`config.mk`:
```
export PLATFORM = sky130hd
export DESIGN_NAME = double_ended_queue_top_flat
export DESIGN_NICKNAME = d
export VERILOG_FILES = /design/src/rtl/dq_pkg.sv /design/src/rtl/dq_req_if.sv /design/src/rtl/dq_rsp_if.sv /design/src/rtl/double_ended_queue_top.sv /design/src/rtl/dq_ram.sv /design/src/flat_wrapper.sv
export SDC_FILE = /design/constraint.sdc
export NUM_CORES = 1
export LEC_CHECK = 0
export ABC_CLOCK_PERIOD_IN_PS = 7900
export BUFFER_PORTS_ARGS = -buffer_cell sky130_fd_sc_hd__buf_2
export CORE_MARGIN = 2
export CORE_UTILIZATION = 66
export DETAILED_ROUTE_END_ITERATION = 10
export HOLD_SLACK_MARGIN = 0.06
export PLACE_DENSITY_LB_ADDON = 0.05
export SYNTH_ARGS = -nofsm -noshare
export SYNTH_HDL_FRONTEND = slang
export SYNTH_SLANG_ARGS = --single-unit
export TNS_END_PERCENT = 100
```
`constraint.sdc`:
```
create_clock -name clk_i -period 7.9 [get_ports clk_i]
set_input_delay 0.79 -clock clk_i [delete_from_list [all_inputs] [get_ports clk_i]]
set_output_delay 0.79 -clock clk_i [all_outputs]
set_load 0.03 [all_outputs]
```
`src/rtl/dq_pkg.sv`:
```
package dq_pkg;

  // Default ring size and the widths that follow from it.
  localparam int unsigned DepthDef = 16;
  localparam int unsigned OccWDef  = $clog2(DepthDef + 1);

  localparam int unsigned WordW = 32;

  typedef enum logic [1:0] {
    KIND_PUSH_FRONT = 2'd0,
    KIND_PUSH_REAR  = 2'd1,
    KIND_POP_FRONT  = 2'd2,
    KIND_POP_REAR   = 2'd3
  } kind_e;

  typedef enum logic [1:0] {
    ST_OK    = 2'd0,
    ST_EMPTY = 2'd1,
    ST_FULL  = 2'd2
  } status_e;

  typedef logic signed [WordW-1:0] word_t;

endpackage

```
`src/rtl/dq_req_if.sv`:
```
interface dq_req_if;
  import dq_pkg::*;

  logic  valid;
  logic  ready;
  kind_e kind;
  word_t value;

  modport source (output valid, output kind, output value, input ready);
  modport sink   (input valid, input kind, input value, output ready);
endinterface

```
`src/rtl/dq_rsp_if.sv`:
```
interface dq_rsp_if #(
  parameter int unsigned OCC_W = dq_pkg::OccWDef
);
  import dq_pkg::*;

  logic             valid;
  logic             ready;
  status_e          status;
  word_t            removed_value;
  logic [OCC_W-1:0] occupancy;

  modport source (output valid, output status, output removed_value, output occupancy,
                  input ready);
  modport sink   (input valid, input status, input removed_value, input occupancy,
                  output ready);
endinterface

```
`src/rtl/double_ended_queue_top.sv`:
```
// Bounded double-ended queue of signed 32-bit words. Each request item on req_i
// pushes a word at the front or the rear, or pops the word at the front or the
// rear, and yields exactly one response item on rsp_o with a status, the number
// of words held after the step and, for a successful pop, the word removed
// (zero otherwise). A pop from an empty queue answers "empty" and a push into a
// full queue answers "full" and drops the word; neither changes the contents.
// The words sit in a ring of DEPTH entries in a single-port-read, single-port-
// write RAM with a registered read, addressed by front and rear indices.
// The RAM read of a request is issued in the cycle the item is accepted and its
// registered data is used at completion, when the indices, the count and any
// push write are committed. A response register separates the two sides, so a
// new request is accepted while an earlier response still waits to be taken;
// the block then holds that request until the register frees.
// The rsp_o interface instance must be built with OCC_W equal to
// $clog2(DEPTH + 1). The RAM contents are not cleared at reset; no pop can reach
// a slot that has not been written by a push.
module double_ended_queue_top #(
  parameter int unsigned DEPTH = dq_pkg::DepthDef
) (
  input  logic            clk_i,
  input  logic            rst_ni,
  dq_req_if.sink          req_i,
  dq_rsp_if.source        rsp_o
);
  import dq_pkg::*;

  localparam int unsigned IdxW = (DEPTH > 1) ? $clog2(DEPTH) : 1;
  localparam int unsigned CntW = $clog2(DEPTH + 1);

  localparam logic [IdxW-1:0] IdxLast = IdxW'(DEPTH - 1);
  localparam logic [CntW-1:0] CntFull = CntW'(DEPTH);

  // Ring indices and the fill count.
  logic [IdxW-1:0] front_q, front_d;
  logic [IdxW-1:0] rear_q, rear_d;
  logic [CntW-1:0] cnt_q, cnt_d;

  // The request that is in flight between acceptance and completion.
  logic  busy_q, busy_d;
  kind_e kind_q;
  word_t value_q;

  // Response register.
  logic            rsp_valid_q, rsp_valid_d;
  status_e         status_q, status_d;
  word_t           removed_q, removed_d;
  logic [CntW-1:0] occ_q;

  // Neighbouring slots of each index, wrapping at the end of the ring.
  logic [IdxW-1:0] front_inc, front_dec, rear_inc, rear_dec;

  assign front_inc = (front_q == IdxLast) ? '0 : front_q + 1'b1;
  assign front_dec = (front_q == '0) ? IdxLast : front_q - 1'b1;
  assign rear_inc  = (rear_q == IdxLast) ? '0 : rear_q + 1'b1;
  assign rear_dec  = (rear_q == '0) ? IdxLast : rear_q - 1'b1;

  logic accept, complete, is_full, is_empty;

  // Only one request is in flight, so a read never meets a pending write to
  // the same slot: the write commits at an earlier edge than the next read.
  assign req_i.ready = !busy_q;
  assign accept      = req_i.valid && !busy_q;
  assign complete    = busy_q && (!rsp_valid_q || rsp_o.ready);
  assign is_full     = (cnt_q == CntFull);
  assign is_empty    = (cnt_q == '0);

  // The read is launched as the item is accepted. A pop at the rear reads the
  // slot just before the rear index, a pop at the front the front slot.
  logic            ram_re;
  logic [IdxW-1:0] ram_raddr;
  word_t           ram_rdata;
  logic            ram_we;
  logic [IdxW-1:0] ram_waddr;

  assign ram_re    = accept &&
                     ((req_i.kind == KIND_POP_FRONT) || (req_i.kind == KIND_POP_REAR));
  assign ram_raddr = (req_i.kind == KIND_POP_FRONT) ? front_q : rear_dec;

  dq_ram #(
    .WIDTH (WordW),
    .DEPTH (DEPTH)
  ) u_ram (
    .clk_i   (clk_i),
    .we_i    (ram_we),
    .waddr_i (ram_waddr),
    .wdata_i (value_q),
    .re_i    (ram_re),
    .raddr_i (ram_raddr),
    .rdata_o (ram_rdata)
  );

  // Completion: update the indices and the count, write a pushed word, and
  // load the response register.
  always_comb begin
    front_d   = front_q;
    rear_d    = rear_q;
    cnt_d     = cnt_q;
    ram_we    = 1'b0;
    ram_waddr = rear_q;
    status_d  = ST_OK;
    removed_d = '0;

    unique case (kind_q)
      KIND_PUSH_FRONT: begin
        if (is_full) begin
          status_d = ST_FULL;
        end else begin
          ram_we    = complete;
          ram_waddr = front_dec;
          front_d   = front_dec;
          cnt_d     = cnt_q + 1'b1;
        end
      end
      KIND_PUSH_REAR: begin
        if (is_full) begin
          status_d = ST_FULL;
        end else begin
          ram_we    = complete;
          ram_waddr = rear_q;
          rear_d    = rear_inc;
          cnt_d     = cnt_q + 1'b1;
        end
      end
      KIND_POP_FRONT: begin
        if (is_empty) begin
          status_d = ST_EMPTY;
        end else begin
          removed_d = ram_rdata;
          front_d   = front_inc;
          cnt_d     = cnt_q - 1'b1;
        end
      end
      KIND_POP_REAR: begin
        if (is_empty) begin
          status_d = ST_EMPTY;
        end else begin
          removed_d = ram_rdata;
          rear_d    = rear_dec;
          cnt_d     = cnt_q - 1'b1;
        end
      end
      default: begin
        status_d = ST_OK;
      end
    endcase
  end

  always_comb begin
    busy_d = busy_q;
    if (accept) begin
      busy_d = 1'b1;
    end else if (complete) begin
      busy_d = 1'b0;
    end

    rsp_valid_d = rsp_valid_q;
    if (complete) begin
      rsp_valid_d = 1'b1;
    end else if (rsp_o.ready) begin
      rsp_valid_d = 1'b0;
    end
  end

  always_ff @(posedge clk_i or negedge rst_ni) begin
    if (!rst_ni) begin
      front_q     <= '0;
      rear_q      <= '0;
      cnt_q       <= '0;
      busy_q      <= 1'b0;
      rsp_valid_q <= 1'b0;
    end else begin
      busy_q      <= busy_d;
      rsp_valid_q <= rsp_valid_d;
      if (complete) begin
        front_q <= front_d;
        rear_q  <= rear_d;
        cnt_q   <= cnt_d;
      end
    end
  end

  always_ff @(posedge clk_i) begin
    if (accept) begin
      kind_q  <= req_i.kind;
      value_q <= req_i.value;
    end
    if (complete) begin
      status_q  <= status_d;
      removed_q <= removed_d;
      occ_q     <= cnt_d;
    end
  end

  assign rsp_o.valid         = rsp_valid_q;
  assign rsp_o.status        = status_q;
  assign rsp_o.removed_value = removed_q;
  assign rsp_o.occupancy     = occ_q;

  // The rear index always lies count slots past the front index.
  logic [CntW:0] span;
  logic [CntW:0] span_wrapped;

  assign span         = (CntW + 1)'(front_q) + (CntW + 1)'(cnt_q);
  assign span_wrapped = (span >= (CntW + 1)'(DEPTH)) ? span - (CntW + 1)'(DEPTH) : span;

  a_cnt_bound: assert property (@(posedge clk_i) disable iff (!rst_ni)
    cnt_q <= CntFull)
    else $error("queue count exceeds the ring size");

  a_ring_consistent: assert property (@(posedge clk_i) disable iff (!rst_ni)
    span_wrapped == (CntW + 1)'(rear_q))
    else $error("front index, rear index and count disagree");

  a_full_status: assert property (@(posedge clk_i) disable iff (!rst_ni)
    rsp_valid_q && (status_q == ST_FULL) |-> (occ_q == CntFull))
    else $error("full status reported with room left");

  a_empty_status: assert property (@(posedge clk_i) disable iff (!rst_ni)
    rsp_valid_q && (status_q == ST_EMPTY) |-> (occ_q == '0) && (removed_q == '0))
    else $error("empty status reported with words held or a word removed");

  a_pop_shrinks: assert property (@(posedge clk_i) disable iff (!rst_ni)
    complete && !is_empty &&
    ((kind_q == KIND_POP_FRONT) || (kind_q == KIND_POP_REAR))
    |=> (cnt_q == $past(cnt_q) - 1'b1))
    else $error("successful pop did not reduce the count by one");

endmodule

```
`src/rtl/dq_ram.sv`:
```
module dq_ram #(
  parameter int unsigned WIDTH = 32,
  parameter int unsigned DEPTH = 16
) (
  input  logic                     clk_i,
  input  logic                     we_i,
  input  logic [$clog2(DEPTH)-1:0] waddr_i,
  input  logic [WIDTH-1:0]         wdata_i,
  input  logic                     re_i,
  input  logic [$clog2(DEPTH)-1:0] raddr_i,
  output logic [WIDTH-1:0]         rdata_o
);

  logic [WIDTH-1:0] mem_q [DEPTH];
  logic [WIDTH-1:0] rdata_q;

  always_ff @(posedge clk_i) begin
    if (we_i) begin
      mem_q[waddr_i] <= wdata_i;
    end
    if (re_i) begin
      rdata_q <= mem_q[raddr_i];
    end
  end

  assign rdata_o = rdata_q;

endmodule

```
`src/flat_wrapper.sv`:
```
// flat-port wrapper written by rule: the top's interface ports become plain ports
module double_ended_queue_top_flat import dq_pkg::*;
#(
  parameter int unsigned DEPTH = dq_pkg::DepthDef
)
  (clk_i, rst_ni, req_i_valid, req_i_kind, req_i_value, req_i_ready, rsp_o_valid, rsp_o_status, rsp_o_removed_value, rsp_o_occupancy, rsp_o_ready);
  dq_req_if req_i_i ();
  dq_rsp_if #(.OCC_W(($clog2((DepthDef) + 1)))) rsp_o_i ();
  input  logic clk_i;
  input  logic rst_ni;
  input wire logic [$bits(req_i_i.valid)-1:0] req_i_valid;
  input wire logic [$bits(req_i_i.kind)-1:0] req_i_kind;
  input wire logic [$bits(req_i_i.value)-1:0] req_i_value;
  output wire logic [$bits(req_i_i.ready)-1:0] req_i_ready;
  output wire logic [$bits(rsp_o_i.valid)-1:0] rsp_o_valid;
  output wire logic [$bits(rsp_o_i.status)-1:0] rsp_o_status;
  output wire logic [$bits(rsp_o_i.removed_value)-1:0] rsp_o_removed_value;
  output wire logic [$bits(rsp_o_i.occupancy)-1:0] rsp_o_occupancy;
  input wire logic [$bits(rsp_o_i.ready)-1:0] rsp_o_ready;
  assign req_i_i.valid = req_i_valid;
  assign req_i_i.kind = req_i_kind;
  assign req_i_i.value = req_i_value;
  assign req_i_ready = req_i_i.ready;
  assign rsp_o_valid = rsp_o_i.valid;
  assign rsp_o_status = rsp_o_i.status;
  assign rsp_o_removed_value = rsp_o_i.removed_value;
  assign rsp_o_occupancy = rsp_o_i.occupancy;
  assign rsp_o_i.ready = rsp_o_ready;
  double_ended_queue_top #(.DEPTH(DEPTH)) u_core (.clk_i(clk_i), .rst_ni(rst_ni), .req_i(req_i_i), .rsp_o(rsp_o_i));
endmodule
```
==> metrics.yaml, run 1 <==
reg2reg_setup_slack_ps: 3540
vias: 13581
syn-cell-area_sq_um: 25200
rsz0062_at_grt: "no"
die_y_um: 199
cts_setup_buffers: 0
clk_pin_slew_worst_paths_ps: 60
r2r-start: "u_core.front_q[1]"
outcome: "completed"
clk_latency_ps: 610
syn_to_final_growth_pct: 10.8
worst_pin_slew_ps: 1280
core_area_sq_um: 37600
post-route-util_pct: 74.2
synth_compound_area_share_pct: 10.4
criticalPathCategory: "register to register"
wirelength_mm: 55.4
r2r-end: "u_core.u_ram.rdata_o[7]"
cp_max_fo: 120
fin_crit_sh_pct: 55.2
place_ws_ps: 3050
worst_ep_arrival_time_ps: 4720
ys_ff_latch: 632
cp_data_required_time_ps: 8260
htree_levels: 2
synthAdderAreaFrac_pct: 0.298
syn_area_per_cell_sq_um: 17.1
power_density_nw_per_um2: 383
ys.warnings.count: 0
num_rows: 71
yosys.cell_types.count: 53
r2r_cells: 8
maxCapViolCount: 0
synthSimpleGateAreaFrac_pct: 2.37
place_area_sq_um: 26100
instances_no_fill: 2101
ant_nets: 0
cts.sinks: 632
finalHoldViolCount: 0
place_inst: 1994
fin_nets: 1588
finalWeightedCongestion: 0.772
io_buffer_count: 78
synth_edf_count: 617
tns_ps: 0
synth_common_cells: "edfxtp_1 (617), mux2i_1 (199), o211ai_1 (128), inv_1 (73), a22oi_1 (64)"
endpoint_kind: "register"
die_area_sq_um: 39700
numCtsBuffers: 59
fmax_mhz: 229
fill_cells: 2249
diodes: 0
tritoncts: "yes"
netlist_instances: 1475
io_pins: 79
grt_pass1_wl_mm: 81.3
netlist.area_leader.share_pct: 73.6
drt_iter0_markers: 1325
setup_viol: 0
synthArstFlopShare_pct: 2.37
relSlewSlack_pct: 14.3
fp.dieW_um: 199
vias_per_cell: 6.46
synth_fp_nets: 1519
p_total_mw: 10.7
grtUsageTotal_pct: 28.4
hp-class: "primary input to async pin"
antenna_found_initial: 1
worst_slack_ps: 3540
drive_above_1_share_pct: 14.7
ys_seq_area_share_pct: 75.1
dr.pass1.iters: 5
drc: 0
synth_top_family_by_area: "compound AO/OA/AOI/OAI gates"
synth.largest_area_cell: "edfxtp_1"
hold_slack_ps: 81.8
cts_buffer_depth: 3
hold_buffers: 0
grt_max_degree: 121
hpwl_mm: 27.8
min_period_ps: 4360
synth.mux.area_fraction_pct: 8.27
start_kind: "register"
finalClockSkew_ps: 11.5
synth_xor_area_share_pct: 0.348
p_leak_nw: 9.77
wire_per_inst_um: 26.4
grt_pass1_vias: 13083
cts_resized: 0
synthFlopType: "edfxtp_1"
cts-root-buf: "clkbuf_16"
stdcell_area_sq_um: 27900
ys_top_cells_by_area: "edfxtp_1 (74%), mux2i_1 (7.9%), o211ai_1 (3.8%)"
yosysMostFrequentCell: "edfxtp_1"
overflow: 0
ir_drop_uv: 339
start_util_pct: 67.0
drv_slew: 0
-- cell usage in the layout, fill, tap and decap left out, types with 12 or more instances in the layout --
cell type / count
and2_1: 35
inv_1: 73
clkbuf_1: 24
a21oi_1: 14
a22oi_1: 64
a21o_1: 33
edfxtp_1: 617
buf_4: 31
a32o_1: 32
dfrtp_1: 15
buf_2: 78
nor2_4: 18
nor2_1: 12
a221oi_1: 24
nand2_1: 17
mux2i_1: 198
o211ai_1: 128
clkbuf_16: 60
-- report_power, final --
group / internal (mW) / switching (mW)
logic: 1.28 / 2.27
clock network: 1.49 / 1.16
registers: 4.23 / 0.256
-- critical path: stages (launching register included) --
cell and delay (ps):
dfrtp_1 480, or3b_2 170, buf_4 600, a21boi_4 550, buf_12 600, buf_4 920, mux2i_1 270, a22oi_1 120
a32o_1 320
-- how the worst max path moves through the flow --
stage | from | end | slack (ps) | cells past startpoint
2_1_floorplan | rsp_o_ready | u_core.u_ram.mem_q[0][0] | 4110 | 6
3_3_place_gp | req_i_kind[1] | u_core.u_ram.rdata_o[7] | 3170 | 9
3_5_place_dp | req_i_kind[1] | u_core.u_ram.rdata_o[8] | 3050 | 9
4_1_cts | u_core.front_q[1] | u_core.u_ram.rdata_o[7] | 3480 | 8
5_1_grt | u_core.front_q[1] | u_core.u_ram.rdata_o[10] | 3230 | 8
6_report | u_core.front_q[1] | u_core.u_ram.rdata_o[7] | 3540 | 8
-- layer usage --
| layer | GRT usage (%) | vias to the layer above | share of wire (%) |
|---|---|---|---|
| met5 | 0 | - | 0 |
| met3 | 3.93 | 103 | 7.2 |
| met4 | 8.37 | 0 | 2.3 |
| met2 | 45.0 | 556 | 47 |
| li1 | - | 6009 | - |
| met1 | 41.8 | 6913 | 43 |
-- kinds of logic (layout without fill, tap and decap cells) --
family | count (synthesis) | count (layout)
buf+inv | 178 | 293
flops | 632 | 632
compound gates | 330 | 330
mux | 206 | 206
xor+xnor | 10 | 10
fa+ha+maj | 6 | 6
simple gates | 113 | 113
-- layout make-up --
cell class	count	area, sq um	area share, %
repair buffers	110	643	2.31
clock inverters	23	198	0.709
multi-input cells	665	5640	20.2
clock buffers	84	1590	5.70
well taps	511	639	2.29
inverters	76	285	1.02
flip-flops and latches	632	18900	67.8
-- registers in the layout (all words and copies together) (netlist names), 2 cells and up --
| signal | count |
|---|---|
| u_core.kind_q | 2 |
| u_core.cnt_q | 5 |
| u_core.front_q | 4 |
| u_core.rsp_o.status | 2 |
| u_core.u_ram.rdata_o | 32 |
| u_core.rear_q | 4 |
| u_core.rsp_o.occupancy | 5 |
| u_core.u_ram.mem_q | 512 |
| u_core.value_q | 32 |
| u_core.rsp_o.removed_value | 32 |
Note: power is estimated with default switching activity, not from simulation.
==> run 2, diff against run 1 <==
--- a/config.mk
+++ b/config.mk
@@ -5,10 +5,10 @@
 export SDC_FILE = /design/constraint.sdc
 export NUM_CORES = 1
 export LEC_CHECK = 0
-export ABC_CLOCK_PERIOD_IN_PS = 7900
+export ABC_CLOCK_PERIOD_IN_PS = 3650
 export BUFFER_PORTS_ARGS = -buffer_cell sky130_fd_sc_hd__buf_2
 export CORE_MARGIN = 2
-export CORE_UTILIZATION = 66
+export CORE_UTILIZATION = 56
 export DETAILED_ROUTE_END_ITERATION = 10
 export HOLD_SLACK_MARGIN = 0.06
 export PLACE_DENSITY_LB_ADDON = 0.05
==> constraint.sdc (replaced) <==
create_clock -name clk_i -period 3.65 [get_ports clk_i]
set_input_delay 0.365 -clock clk_i [delete_from_list [all_inputs] [get_ports clk_i]]
set_output_delay 0.365 -clock clk_i [all_outputs]
set_load 0.03 [all_outputs]
==> metrics.yaml, run 2 (synthesis gave the netlist of run 1 again) <==
cts_resized: 0  # unchanged
worst_slack_ps: 444  # -3090 ps
criticalPathCategory: "register to register"
fin_crit_sh_pct: 87.8  # +33 points
num_rows: 77  # +8.5%
finalClockSkew_ps: 16.3  # +4.89 ps
io_buffer_count: 78  # unchanged
drc: 0  # unchanged
diodes: 0  # unchanged
place_ws_ps: 493  # -2550 ps
drive_above_1_share_pct: 16.8  # +2.0 points
cp_max_fo: 23  # -81%
fp.dieW_um: 216  # +8.4%
core_area_sq_um: 44300  # +18%
met3_length_mm: 3.08  # -23%
fin_nets: 1657  # +4.3%
finalWeightedCongestion: 0.783  # +1.5%
ant_nets: 0  # unchanged
cts.sinks: 632  # unchanged
worst_pin_slew_ps: 1240  # -47.4 ps
rsz0062_at_grt: "no"
post-route-util_pct: 65.6  # -8.7 points
grtUsageTotal_pct: 24.4  # -3.9 points
layout_commonest_cell: "edfxtp_1"
finalHoldViolCount: 0  # unchanged
drt_iter0_markers: 1380  # +4.2%
dr.pass1.iters: 6  # +1
grt_pass1_vias: 13238  # +1.2%
start_kind: "register"
vias: 13581  # unchanged
maxCapViolCount: 0  # unchanged
final_cell_mix: "edfxtp_1 (617), mux2i_1 (198), o211ai_1 (128)"
endpoint_kind: "register"
die_y_um: 216  # +8.4%
vias_per_cell: 6.02  # -6.9%
cp_data_required_time_ps: 3920  # -4340 ps
io_pins: 79  # unchanged
worst_ep_arrival_time_ps: 3480  # -1240 ps
start_util_pct: 56.8  # -10 points
cts-root-buf: "clkbuf_16"
overflow: 0  # unchanged
antenna_found_initial: 0  # -1
hpwl_mm: 30.7  # +11%
syn_to_final_growth_pct: 15.4
grt_pass1_wl_mm: 84.6  # +4.1%
setup_viol: 0  # unchanged
die_area_sq_um: 46700  # +17%
grt_max_degree: 99  # -18%
numCtsBuffers: 61  # +3.4%
fmax_mhz: 312  # +36%
p_total_mw: 24.2  # +130%
p_leak_nw: 10.3  # +5.0%
htree_levels: 2  # unchanged
wl_met2_mm: 26.5  # +1.6%
min_period_ps: 3210  # -1160 ps
tns_ps: 0  # unchanged
ir_drop_uv: 706  # +110%
wirelength_mm: 56.5  # +1.9%
tritoncts: "yes"
top_register: "u_core.u_ram.mem_q"
r2r_cells: 8  # unchanged
r2r-start: "u_core.front_q[0]"
reg2reg_setup_slack_ps: 440  # -3090 ps
clk_pin_slew_worst_paths_ps: 60  # about the same
r2r-end: "u_core.u_ram.mem_q[10][16]"
outcome: "completed"
relSlewSlack_pct: 17.6  # +3.3 points
cts_buffer_depth: 3  # unchanged
power_density_nw_per_um2: 832  # +120%
hp-class: "primary input to async pin"
largest_reg_flops: 512  # unchanged
clk_latency_ps: 630  # +20 ps
top_layer: "met4"
drv_slew: 0  # unchanged
wire_per_inst_um: 25.0  # -5.1%
drt-met1-wl_mm: 25.7  # +7.0%
-- run 2: cell types whose count changed in the layout (fill, tap and decap cells not counted), moves of 2 or more --
| cell | before | now |
|---|---|---|
| dlygate4sd3_1 | 0 | 37 |
| buf_12 | 1 | 19 |
| buf_4 | 31 | 43 |
| clkbuf_1 | 24 | 15 |
| bufinv_16 | 3 | 8 |
| clkinv_2 | 6 | 11 |
| clkinv_1 | 11 | 15 |
| and2_1 | 35 | 33 |
| and2_2 | 2 | 4 |
| clkbuf_16 | 60 | 62 |
-- run 2: per-layer routing --
metal	vias up	GRT usage [%]
met5	-	0
met4	0	7.05
met3	77	3.88
met2	383	38.2
met1	6974	35.9
li1	6147	-
-- run 2: worst max-delay path, stage by stage (launching register included) --
cell,delay (ps)
dfrtp_1,500
inv_1,100
ha_1,330
nor2_1,110
a21oi_1,60
a2111oi_0,690
nand2_1,450
nor2_4,200
buf_4,400
-- run 2: layout make-up --
type	instances	area, sq um
fillers	3101	15300
clock buffers	78	1620
clock inverters	37	398
flip-flops and latches	632	18900
repair buffers	177	1460
well taps	592	741
multi-input cells	665	5640
inverters	76	285
-- run 2: power by group --
group / switching, mW / internal, mW / total (mW)
combinational: 4.99 / 3.14 / 8.13
sequential: 0.553 / 9.14 / 9.69
clock: 2.65 / 3.70 / 6.34
total: 8.19 / 16.0 / 24.2
-- run 2: how the worst max path moves through the flow --
stage | from | end | slack, ps
after global routing | u_core.front_q[0] | u_core.u_ram.mem_q[10][12] | 200
final | u_core.front_q[0] | u_core.u_ram.mem_q[10][16] | 440
after detailed placement | u_core.front_q[0] | u_core.u_ram.mem_q[10][6] | 490
after CTS | u_core.front_q[0] | u_core.u_ram.mem_q[10][15] | 470
after global placement | u_core.front_q[0] | u_core.u_ram.mem_q[11][6] | 520
after floorplan | u_core.rsp_o.valid | u_core.u_ram.mem_q[0][0] | 150
-- run 2: metrics by stage --
stage	hold slack, ps	instances	area (sq um)
after floorplan	69.4	1475	25200
after global placement	311	2105	26700
after detailed placement	308	2105	26700
after CTS	163	2257	29100
after global routing	197	2257	29100
final	182	2257	29100
-- run 2: what timing repair did --
action | CTS | global route
hold endpoints to repair | 51 | 0
buffers inserted | 0 | 0
hold buffers | 37 | 0
